File: config.mk
export PLATFORM = sky130hd
export DESIGN_NAME = lpfrb_front
export DESIGN_NICKNAME = d
export VERILOG_FILES = /design/src/sv/assert_macros.svh /design/src/sv/lpfrb_pkg.sv /design/src/sv/lpfrb_front.sv
export SDC_FILE = /design/constraint.sdc
export NUM_CORES = 1
export LEC_CHECK = 0
export ABC_AREA = 1
export BUFFER_PORTS_ARGS = -buffer_cell sky130_fd_sc_hd__buf_4
export CORE_ASPECT_RATIO = 0.6
export CORE_MARGIN = 2
export CORE_UTILIZATION = 30
export DETAILED_ROUTE_END_ITERATION = 6
export PLACE_DENSITY_LB_ADDON = 0.3
export SLEW_MARGIN = 20
export SYNTH_ARGS = -nofsm -noshare
export SYNTH_HDL_FRONTEND = slang
export SYNTH_SLANG_ARGS = --single-unit
export TNS_END_PERCENT = 30
File: constraint.sdc
create_clock -name i_clk -period 2.2 [get_ports i_clk]
set_clock_uncertainty 0.05 [all_clocks]
set_input_delay 0.66 -clock i_clk [delete_from_list [all_inputs] [get_ports i_clk]]
set_output_delay 0.66 -clock i_clk [all_outputs]
set_load 0.02 [all_outputs]
File: src/sv/assert_macros.svh
// Assertion macros for the frame replay buffer RTL.
// Define NO_ASSERTIONS to compile every check away.
`ifndef ASSERT_MACROS_SVH
`define ASSERT_MACROS_SVH

`ifndef NO_ASSERTIONS
`define ASSERT_IMPLIES(label, clk, rst_n, ante, cons, msg) \
    label: assert property (@(posedge clk) disable iff (!(rst_n)) (ante) |-> (cons)) \
        else $error(msg);
`define ASSERT_NEXT(label, clk, rst_n, ante, cons, msg) \
    label: assert property (@(posedge clk) disable iff (!(rst_n)) (ante) |=> (cons)) \
        else $error(msg);
`else
`define ASSERT_IMPLIES(label, clk, rst_n, ante, cons, msg)
`define ASSERT_NEXT(label, clk, rst_n, ante, cons, msg)
`endif

`endif

File: src/sv/lpfrb_pkg.sv
// Shared types and constants of the frame replay buffer.
// No dependencies.
`default_nettype none

package lpfrb_pkg;

    localparam int BUFFER_BYTES_DEF = 65536;
    localparam int LIMIT_W          = 17;
    localparam logic [LIMIT_W-1:0] LIMIT_RESET = 17'd65536;
    localparam int CFG_DATA_W       = 32;
    localparam int CFG_ADDR_W       = 3;
    localparam logic REG_BUFFER_LIMIT = 1'b0;

    localparam int QUEUE_DEPTH = 4;
    localparam int QPTR_W      = 2;

    localparam logic [1:0] CMD_WRITE  = 2'd0;
    localparam logic [1:0] CMD_REWIND = 2'd1;
    localparam logic [1:0] CMD_CLEAR  = 2'd2;
    localparam logic [1:0] CMD_READ   = 2'd3;

    localparam logic [1:0] STATUS_OK     = 2'd0;
    localparam logic [1:0] STATUS_REJECT = 2'd1;
    localparam logic [1:0] STATUS_EMPTY  = 2'd2;

    localparam logic [2:0] KIND_WR_START = 3'd0;
    localparam logic [2:0] KIND_WR_BYTE  = 3'd1;
    localparam logic [2:0] KIND_REWIND   = 3'd2;
    localparam logic [2:0] KIND_CLEAR    = 3'd3;
    localparam logic [2:0] KIND_READ     = 3'd4;

    typedef struct packed {
        logic [2:0] kind;
        logic [7:0] len;
        logic [7:0] data;
    } t_item;

    typedef struct packed {
        logic valid;
        logic full;
    } t_q_status;

endpackage

`default_nettype wire

File: src/sv/lpfrb_front.sv
// Front end: classifies incoming commands and queues them for the back end.
// Depends on lpfrb_pkg.
`default_nettype none

module lpfrb_front (
    input  wire logic                  i_clk,
    input  wire logic                  i_rst_n,
    input  wire logic                  i_push,
    input  wire logic [1:0]            i_cmd,
    input  wire logic                  i_first,
    input  wire logic [7:0]            i_len,
    input  wire logic [7:0]            i_data,
    input  wire logic                  i_pop,
    output lpfrb_pkg::t_item           o_head,
    output lpfrb_pkg::t_q_status       o_stat
);

    lpfrb_pkg::t_item                r_q [lpfrb_pkg::QUEUE_DEPTH];
    logic [lpfrb_pkg::QPTR_W-1:0]    r_wp, n_wp;
    logic [lpfrb_pkg::QPTR_W-1:0]    r_rp, n_rp;
    logic [lpfrb_pkg::QPTR_W:0]      r_count, n_count;
    lpfrb_pkg::t_item                w_item;
    logic                            w_push;
    logic                            w_pop;
    logic                            w_full;

    assign w_full = (r_count == (lpfrb_pkg::QPTR_W + 1)'(lpfrb_pkg::QUEUE_DEPTH));
    assign w_push = i_push && !w_full;
    assign w_pop  = i_pop && (r_count != '0);

    always_comb begin
        w_item.len  = i_len;
        w_item.data = i_data;
        unique case (i_cmd)
            lpfrb_pkg::CMD_WRITE: begin
                w_item.kind = i_first ? lpfrb_pkg::KIND_WR_START : lpfrb_pkg::KIND_WR_BYTE;
            end
            lpfrb_pkg::CMD_REWIND: w_item.kind = lpfrb_pkg::KIND_REWIND;
            lpfrb_pkg::CMD_CLEAR:  w_item.kind = lpfrb_pkg::KIND_CLEAR;
            default:               w_item.kind = lpfrb_pkg::KIND_READ;
        endcase
    end

    always_comb begin
        n_wp    = w_push ? r_wp + 1'b1 : r_wp;
        n_rp    = w_pop ? r_rp + 1'b1 : r_rp;
        n_count = r_count;
        case ({w_push, w_pop})
            2'b10:   n_count = r_count + 1'b1;
            2'b01:   n_count = r_count - 1'b1;
            default: n_count = r_count;
        endcase
    end

    always_ff @(posedge i_clk) begin
        if (!i_rst_n) begin
            r_wp    <= '0;
            r_rp    <= '0;
            r_count <= '0;
        end else begin
            r_wp    <= n_wp;
            r_rp    <= n_rp;
            r_count <= n_count;
        end
    end

    always_ff @(posedge i_clk) begin
        if (w_push) begin
            r_q[r_wp] <= w_item;
        end
    end

    assign o_head       = r_q[r_rp];
    assign o_stat.valid = (r_count != '0);
    assign o_stat.full  = w_full;

endmodule

`default_nettype wire

==> results of run 1 <==
==> area by class of cell <==
cell class	count	area [um^2]	share of cell area [%]
well taps	144	180.2	4.136
inverters	21	96.34	2.211
flip-flops and latches	85	2470	56.69
repair buffers	60	525.5	12.06
clock buffers	11	232.7	5.342
clock inverters	5	51.30	1.177
multi-input cells	142	800.8	18.38
==> synth_stat cells (all sizes together) <==
library cell	count	area, um^2
o21ai	41	209.0
nand3b	1	7.510
a21oi	5	25.02
nand2	15	68.81
inv	21	78.83
nand3	5	25.02
clkbuf	3	22.51
ha	7	87.58
edfxtp	76	2282
o22ai	19	118.9
buf	9	108.8
fa	1	20.02
dfxtp	9	180.2
nor2	48	212.7
==> through the flow <==
stage / area, um^2 / utilization (%) / instances
floorplan: 3447 / - / 260
global placement: 3931 / 34.91 / 447
detailed placement: 3931 / 34.91 / 447
CTS: 4227 / 37.53 / 463
global route: 4357 / 38.69 / 468
finish: 4357 / 38.69 / 468
==> power by group through the flow <==
stage          registers [W]  clock network (W)  logic [W]
2_1_floorplan        0.00202                  0   0.000954
3_3_place_gp         0.00203                  0    0.00143
3_5_place_dp         0.00203                  0    0.00145
4_1_cts              0.00201            0.00147    0.00146
5_1_grt              0.00204            0.00152    0.00175
6_report             0.00202            0.00142    0.00159
==> repair_timing <==
action                                  CTS  global route
pin swaps                                 0             3
setup buffers                             0             3
endpoints found under the setup margin   18             8
gates cloned                              0             2
gates resized for setup                   5            31
==> worst max-delay path: stages, from the launching register on <==
cell     delay [ps]
dfxtp_4         390
buf_4           130
buf_4           120
o21ai_1          80
o22ai_2         240
buf_6           150
==> metal layers <==
metal	share of wire, %	GRT usage, %
met1	48	16.14
met2	44	18.09
met3	6.9	4.508
met4	1.1	4.050
met5	0	0
==> worst max path at each step <==
| stage | from | to | slack, ps | depth (start not counted) |
|---|---|---|---|---|
| 2_1_floorplan | i_push | r_q[0][0] | 210 | 2 |
| 3_3_place_gp | i_push | r_count[2] | 190 | 11 |
| 3_5_place_dp | i_push | r_count[2] | 180 | 11 |
| 4_1_cts | flop | o_head[6] | 20 | 5 |
| 5_1_grt | flop | o_head[16] | -40 | 5 |
| 6_report | flop | o_head[16] | 30 | 5 |
==> cells in the final DEF (no fill, tap or decap), types with 2 or more instances in the layout <==
master / netlist / routed
edfxtp_1: 76 / 76
buf_4: 2 / 53
nor2_1: 35 / 31
o21ai_0: 39 / 23
inv_1: 19 / 19
nor2_2: 13 / 17
o22ai_1: 19 / 17
o21ai_1: 1 / 16
nand2_1: 12 / 12
clkbuf_16: 0 / 11
ha_1: 7 / 7
dfxtp_1: 9 / 7
a21oi_1: 5 / 5
nand3_1: 5 / 5
nand2_2: 2 / 2
o21ai_2: 1 / 2
o22ai_2: 0 / 2
dfxtp_4: 0 / 2
clkbuf_1: 1 / 2
clkinv_2: 0 / 2
buf_6: 3 / 2
buf_12: 2 / 2
==> logic make-up after synthesis <==
kind of cell,count (synthesis)
simple gates,69
buf+inv,33
compound gates,65
fa+ha+maj,8
flops,85
==> registers in the layout, indices dropped and copies added, names as in the netlist, named ones only <==
| register | flops |
|---|---|
| r_q | 76 |
| r_count | 3 |
| r_rp | 2 |
| r_wp | 2 |
==> qor.yml, run 1 <==
status: "completed"
arrival_ps: 1460
clock_path_buffers: 2
synth-xor-area-share_pct: 0
setup_viol: 0
track_usage_pct: 12.03
synth_cells: 260
hold_viol_final: 0
maxSlewHeadroom_pct: 72.52
pre_cts_ws_ps: 183.4
endpoint_kind: "output port"
root_buffer: "clkbuf_16"
synth-seq-cells: 85
drv_slew: 0
seq_power_share_pct: 40.1
rr_startpoint: "r_count[1]"
core.rowCount: 30
hold-worst-slack_ps: 455.2
hpwl_um: 4550
p_int_w: 0.003465
cap_violations: 0
power.total_w: 0.005039
vdd_drop_max_uv: 447.4
n_fill_cell: 1064
p_leak_nw: 1.609
cts_tree: "done"
swShare_pct: 31.23
hold_depth: 2
die_width_um: 142.4
combPwrFrac_pct: 31.6
layout_setup_ws_ps: 34.73
core_um2: 11260
worstPathRequired_ps: 1490
reg2reg_depth: 12
fin_crit_sh_pct: 98.42
synth_top_family_by_area: "compound AO/OA/AOI/OAI gates"
num_vias: 2119
power.density_nw_per_um2: 1157
synth.avg_cell_area_um2: 13.26
start_util_pct: 30.61
grt_pass1_vias: 2056
numPortBuffers: 43
synth.distinct_cells: 26
grt_pass1_wl_um: 10960
yosys_warnings: 0
cts.sinks: 85
clk_latency_ps: 330
yosys.area_share.simple_pct: 9.111
syn_to_final_growth_pct: 26.39
drtPass1Iterations: 4
drc_errors: 0
path_clk_slew_ps: 60
layout_min_cycle_time_ps: 2165
io_pins: 44
post_drt_wl_per_cell_um: 15.44
max_freq_ghz: 0.4618
drt-initial-drc-count: 177
setup_tns_ps: 0
syn-cell-area_um2: 3447
worst_pin_slew_ps: 407.9
grt_max_degree: 23
nets: 350
ant_nets: 0
rsz0062_at_grt: "yes"
p_sw_w: 0.001574
cts_buffers: 9
routed_wl_um: 7227
dieArea_um2: 12390
htreeDepth: 3
grt.overflow.total: 0
synthMuxAreaShare_pct: 0
r2r_setup_slack_ps: 350
drive_above_1_share_pct: 31.17
synth_compound_area_share_pct: 10.24
crit_path_max_fanout: 6
synth_fp_nets: 291
clkPwrFrac_pct: 28.2
min_to: "r_wp[0]"
post_drt_via_cell_ratio: 4.528
crit_type: "flop to output port"
ys_seq_area_share_pct: 71.43
cp-start-kind: "flop"
antenna_found_initial: 0
antenna_cells: 0
hp-class: "flop to flop"
die_h_um: 87.03
synth_fa_ha_area_share_pct: 3.122
cts_hold_buf: 0
place_congestion: 0.7283
min_from: "r_wp[0]"
r2r-end: "r_count[2]"
No activity file was read; power rests on OpenSTA's default activity.
==> run 2: changes to the inputs <==
--- a/config.mk
+++ b/config.mk
@@ -10,6 +10,7 @@
 export CORE_ASPECT_RATIO = 0.6
 export CORE_MARGIN = 2
 export CORE_UTILIZATION = 30
+export CTS_BUF_LIST = sky130_fd_sc_hd__clkbuf_4
 export DETAILED_ROUTE_END_ITERATION = 6
 export PLACE_DENSITY_LB_ADDON = 0.3
 export SLEW_MARGIN = 20
==> run 2 against run 1 <==
Net effect: the flow now finishes with violations (setup timing); clock power is 40% lower; flip-flop and latch count stayed put; setup slack lost 64 ps; combinational power is 9% higher; worst hold slack worse by 75 ps; register-to-register slack hardly changed; final area fell by 0.69%; via count is 0.61% higher; maximum frequency decreased by 2.9%; cell count up 0.85%.
==> qor.yml, run 2 (same netlist as run 1, synthesis figures left out) <==
status: "finished, violations left"
violations: "setup timing"
rsz0062_at_grt: "yes"
slowest_stage: "dfxtp_4"
antenna_found_initial: 0
antenna_cells: 0
syn_to_final_growth_pct: 25.52
hpwl_um: 4550
crit_type: "flop to output port"
dieArea_um2: 12390
arrival_ps: 1520
drtPass1Iterations: 4
endpoint_kind: "output port"
layout.cells.non_filler: 472
regArea_um2: 2470
io_pins: 44
cts_buffers: 9
dp_cells: 447
cp-start-kind: "flop"
htreeDepth: 3
nets: 354
largest_reg_flops: 76
cp_slowest_stage_delay_ps: 400
max_freq_ghz: 0.4486
grt.overflow.total: 0
place_congestion: 0.7283
root_buffer: "clkbuf_4"
critPathBufInv: 4
layout_setup_ws_ps: -29.36
power.total_w: 0.004599
drv_slew: 0
track_usage_pct: 12.41
largestRegisters: "r_q x76, r_count x3"
die_h_um: 87.03
clk_latency_ps: 420
start_util_pct: 30.61
setup_viol: 1
crit_path_max_fanout: 5
numPortBuffers: 43
num_vias: 2132
worst_pin_slew_ps: 401.9
cap_violations: 0
vdd_drop_max_uv: 446.1
routed_wl_um: 7152
critPathMostFrequentCell: "buf_4"
ant_nets: 0
hold_viol_final: 0
grt_pass1_vias: 2111
layout_min_cycle_time_ps: 2229
grt_max_degree: 21
drt-initial-drc-count: 149
worstPathRequired_ps: 1490
core_um2: 11260
core.rowCount: 30
hold-worst-slack_ps: 380.1
path_clk_slew_ps: 120
crit_family: "buffers and inverters"
power.density_nw_per_um2: 1063
postLayoutCoreUtil_pct: 38.42
multi_input_area_um2: 864.6
n_fill_cell: 1073
fin_crit_sh_pct: 101.3
regMostFlops: "r_q"
post_drt_via_cell_ratio: 4.517
post_drt_wl_per_cell_um: 15.15
maxSlewHeadroom_pct: 72.93
drive_above_1_share_pct: 37.20
p_leak_nw: 1.597
final_cell_mix: "edfxtp_1, buf_4, nor2_1"
clock_path_buffers: 2
die_width_um: 142.4
drc_errors: 0
cts.sinks: 85
hp-class: "input port to flop"
crit_chain: "buf_4, buf_6, buf_4, nor2_1, o22ai_1, buf_4"
final_common_cell: "edfxtp_1"
grt_pass1_wl_um: 11240
cts_tree: "done"
==> run 2: cell count changes in the layout (fill, tap and decap cells not counted), moves of 3 or more <==
| cell | delta |
|---|---|
| buf_6 | +9 |
| o21ai_2 | +6 |
| o21ai_1 | +3 |
| o22ai_1 | -5 |
| nor2_2 | +4 |
| buf_4 | -4 |
| clkbuf_4 | +11 |
| nor2_1 | -4 |
| clkbuf_16 | -11 |
| o22ai_2 | +5 |
| o21ai_0 | -9 |
==> run 2: routing by layer <==
metal  part of all wire [%]  vias to the layer above  global-route usage [%]
met3                    5.2                        5                   4.343
met5                      0                        -                       0
met2                     46                       54                   19.50
li1                       -                     1054                       -
met4                    1.0                        0                   3.780
met1                     48                     1019                   16.33
==> run 2: what timing repair did <==
item	4_1_cts	5_1_grt
gates cloned	3	0
pin swaps	9	1
resized for setup	58	11
setup endpoints to repair	19	19
hold buffers	0	0
setup buffers	6	0
==> run 2: final timing paths <==
| check | slack (ps) | cells after the start | startpoint | endpoint |
|---|---|---|---|---|
| worst max-delay path | -30 | 6 | flop | o_head[14] |
| worst min-delay path | 380 | 1 | i_data[0] | r_q[3][0] |
| worst min register to register | 470 | 2 | r_wp[0] | r_wp[0] |
| worst max register to register | 350 | 12 | r_count[1] | r_count[2] |
==> run 2: metrics by stage <==
| step | instance area [um^2] | setup slack [ps] | TNS, ps |
|---|---|---|---|
| after global placement | 3931 | 193.2 | 0 |
| after detailed placement | 3931 | 183.4 | 0 |
| after floorplan | 3447 | 209.5 | 0 |
| after global routing | 4327 | -117.1 | -1425 |
| final | 4327 | -29.36 | -29.36 |
| after CTS | 4292 | -79.94 | -395.2 |
==> run 2: final cells by class <==
type / count / share of cell area, %
clock buffers: 11 / 1.909
inverters: 21 / 2.111
repair buffers: 64 / 13.56
flip-flops and latches: 85 / 57.09
multi-input cells: 142 / 19.98
well taps: 144 / 4.164
clock inverters: 5 / 1.186
==> run 2: power breakdown <==
| part | switching [W] | internal, W | total, W |
|---|---|---|---|
| Clock | 0.000480 | 0.000365 | 0.000846 |
| Sequential | 0.0000851 | 0.00193 | 0.00202 |
| Combinational | 0.000977 | 0.000758 | 0.00174 |
==> run 3: changes to the inputs <==
--- a/config.mk
+++ b/config.mk
@@ -12,7 +12,8 @@
 export CORE_UTILIZATION = 30
 export CTS_BUF_LIST = sky130_fd_sc_hd__clkbuf_4
 export DETAILED_ROUTE_END_ITERATION = 6
-export PLACE_DENSITY_LB_ADDON = 0.3
+export PLACE_DENSITY = 0.56
+export SETUP_SLACK_MARGIN = 0.5
 export SLEW_MARGIN = 20
 export SYNTH_ARGS = -nofsm -noshare
 export SYNTH_HDL_FRONTEND = slang
==> constraint.sdc (replaced) <==
create_clock -name i_clk -period 2.8 [get_ports i_clk]
set_clock_uncertainty 0.05 [all_clocks]
set_input_delay 0.84 -clock i_clk [delete_from_list [all_inputs] [get_ports i_clk]]
set_output_delay 0.84 -clock i_clk [all_outputs]
set_load 0.02 [all_outputs]
==> run 3 against run 2 <==
Net effect: the run now ends clean; count of clock-buffer cells in the layout is 2 lower; register-to-register slack improved by 580 ps; first-iteration DRC count fell by 31%; cell count shrank 0.85%; worst hold slack improved by 56 ps; sequential power shrank 22%; total power shrank 22%; die area is the same; flip-flop and latch count unchanged.
==> qor.yml, run 3 (same netlist as run 1, synthesis figures left out) <==
status: "completed"
syn_to_final_growth_pct: 24.39
crit_type: "flop to output port"
maxSlewHeadroom_pct: 72.44
worstPathRequired_ps: 1910
place_congestion: 0.6950
die_width_um: 142.4
grt_pass1_wl_um: 10780
clkPwrFrac_pct: 18.7
final_common_cell: "edfxtp_1"
ant_nets: 0
power.density_nw_per_um2: 839.4
cap_violations: 0
dieArea_um2: 12390
combPwrFrac_pct: 37.3
antenna_found_initial: 0
antenna_cells: 0
nets: 350
cts.sinks: 85
max_freq_ghz: 0.4084
fin_crit_sh_pct: 87.44
worst_pin_slew_ps: 409.1
p_sw_w: 0.001229
drtPass1Iterations: 4
cts_buffers: 9
drc_errors: 0
crit_path_max_fanout: 9
cts_tree: "done"
hpwl_um: 4220
placed_cell_area_um2: 3894
grt_pass1_vias: 2050
numPortBuffers: 43
vdd_drop_max_uv: 260.5
io_pins: 44
hp-class: "flop to flop"
grt_max_degree: 27
drt-initial-drc-count: 103
setup_tns_ps: 0
final_cell_mix: "edfxtp_1, buf_4, o21ai_0"
regMostFlops: "r_q"
largestRegisters: "r_q x76, r_count x3"
swShare_pct: 34.15
arrival_ps: 1560
drive_above_1_share_pct: 31.79
layout_min_cycle_time_ps: 2448
start_util_pct: 30.61
p_leak_nw: 1.569
setup_viol: 0
post_drt_via_cell_ratio: 4.609
cp-start-kind: "flop"
root_buffer: "clkbuf_4"
htreeDepth: 3
endpoint_kind: "output port"
path_clk_slew_ps: 130
clock_path_buffers: 2
core.rowCount: 30
hold_viol_final: 0
routed_wl_um: 7354
drv_slew: 0
largest_reg_flops: 76
post_drt_wl_per_cell_um: 15.71
num_vias: 2157
track_usage_pct: 11.89
core_um2: 11260
clk_latency_ps: 430
die_h_um: 87.03
final_cell_area_um2: 4288
seq_power_share_pct: 44.0
grt.overflow.total: 0
rsz0062_at_grt: "yes"
postLayoutCoreUtil_pct: 38.08
p_int_w: 0.002370
run 3: repair_timing:
action,CTS,global route
hold buffers,0,0
setup endpoints to repair,19,19
gates resized for setup,18,7
hold endpoints to repair,0,0
buffers inserted,4,0
gates cloned,1,5
pin swaps,4,4
run 3: stage by stage:
stage	hold WS, ps	cells	total power, W	setup slack (ps)
floorplan	412.1	260	0.002334	629.5
global placement	439.1	442	0.002679	630.4
detailed placement	431.3	442	0.002693	572.3
CTS	441.8	463	0.003484	341.3
global route	469.4	468	0.003799	240.2
finish	436.5	468	0.003599	351.6
run 3: worst paths after layout:
| check | start | to | slack [ps] | cells after the start |
|---|---|---|---|---|
| min reg2reg | r_rp[1] | flop | 440 | 2 |
| max | flop | o_head[6] | 350 | 5 |
| min | r_rp[1] | flop | 440 | 2 |
| max reg2reg | r_count[1] | r_count[2] | 930 | 12 |
run 3: layout make-up:
class | instances | area, um^2
Inverter | 21 | 88.84
Tap cell | 144 | 180.2
Clock buffer | 9 | 67.56
Fill cell | 1082 | 6973
Clock inverter | 7 | 66.31
Multi-Input combinational cell | 142 | 800.8
Sequential cell | 85 | 2470
Timing Repair Buffer | 60 | 614.3
run 3: power by group through the flow:
stage | sequential, W | clock, W | combinational [W]
floorplan | 0.00158 | 0 | 0.000750
global placement | 0.00159 | 0 | 0.00108
detailed placement | 0.00159 | 0 | 0.00110
CTS | 0.00158 | 0.000692 | 0.00122
global route | 0.00160 | 0.000747 | 0.00145
finish | 0.00158 | 0.000673 | 0.00134
run 3: metal layers:
layer  vias to the layer above  GRT usage [%]  wire length (um)
met5                         -              0                 0
met2                        55          18.01              3265
li1                       1054              -                 -
met3                        11          4.398               326
met4                         0          4.050               103
met1                      1037          15.88              3659
run 3: critical path, stage by stage, from the launching register on:
cell and delay, ps:
dfxtp_4 450, buf_12 140, clkbuf_16 160, nor2_1 50, o22ai_1 150, buf_4 180
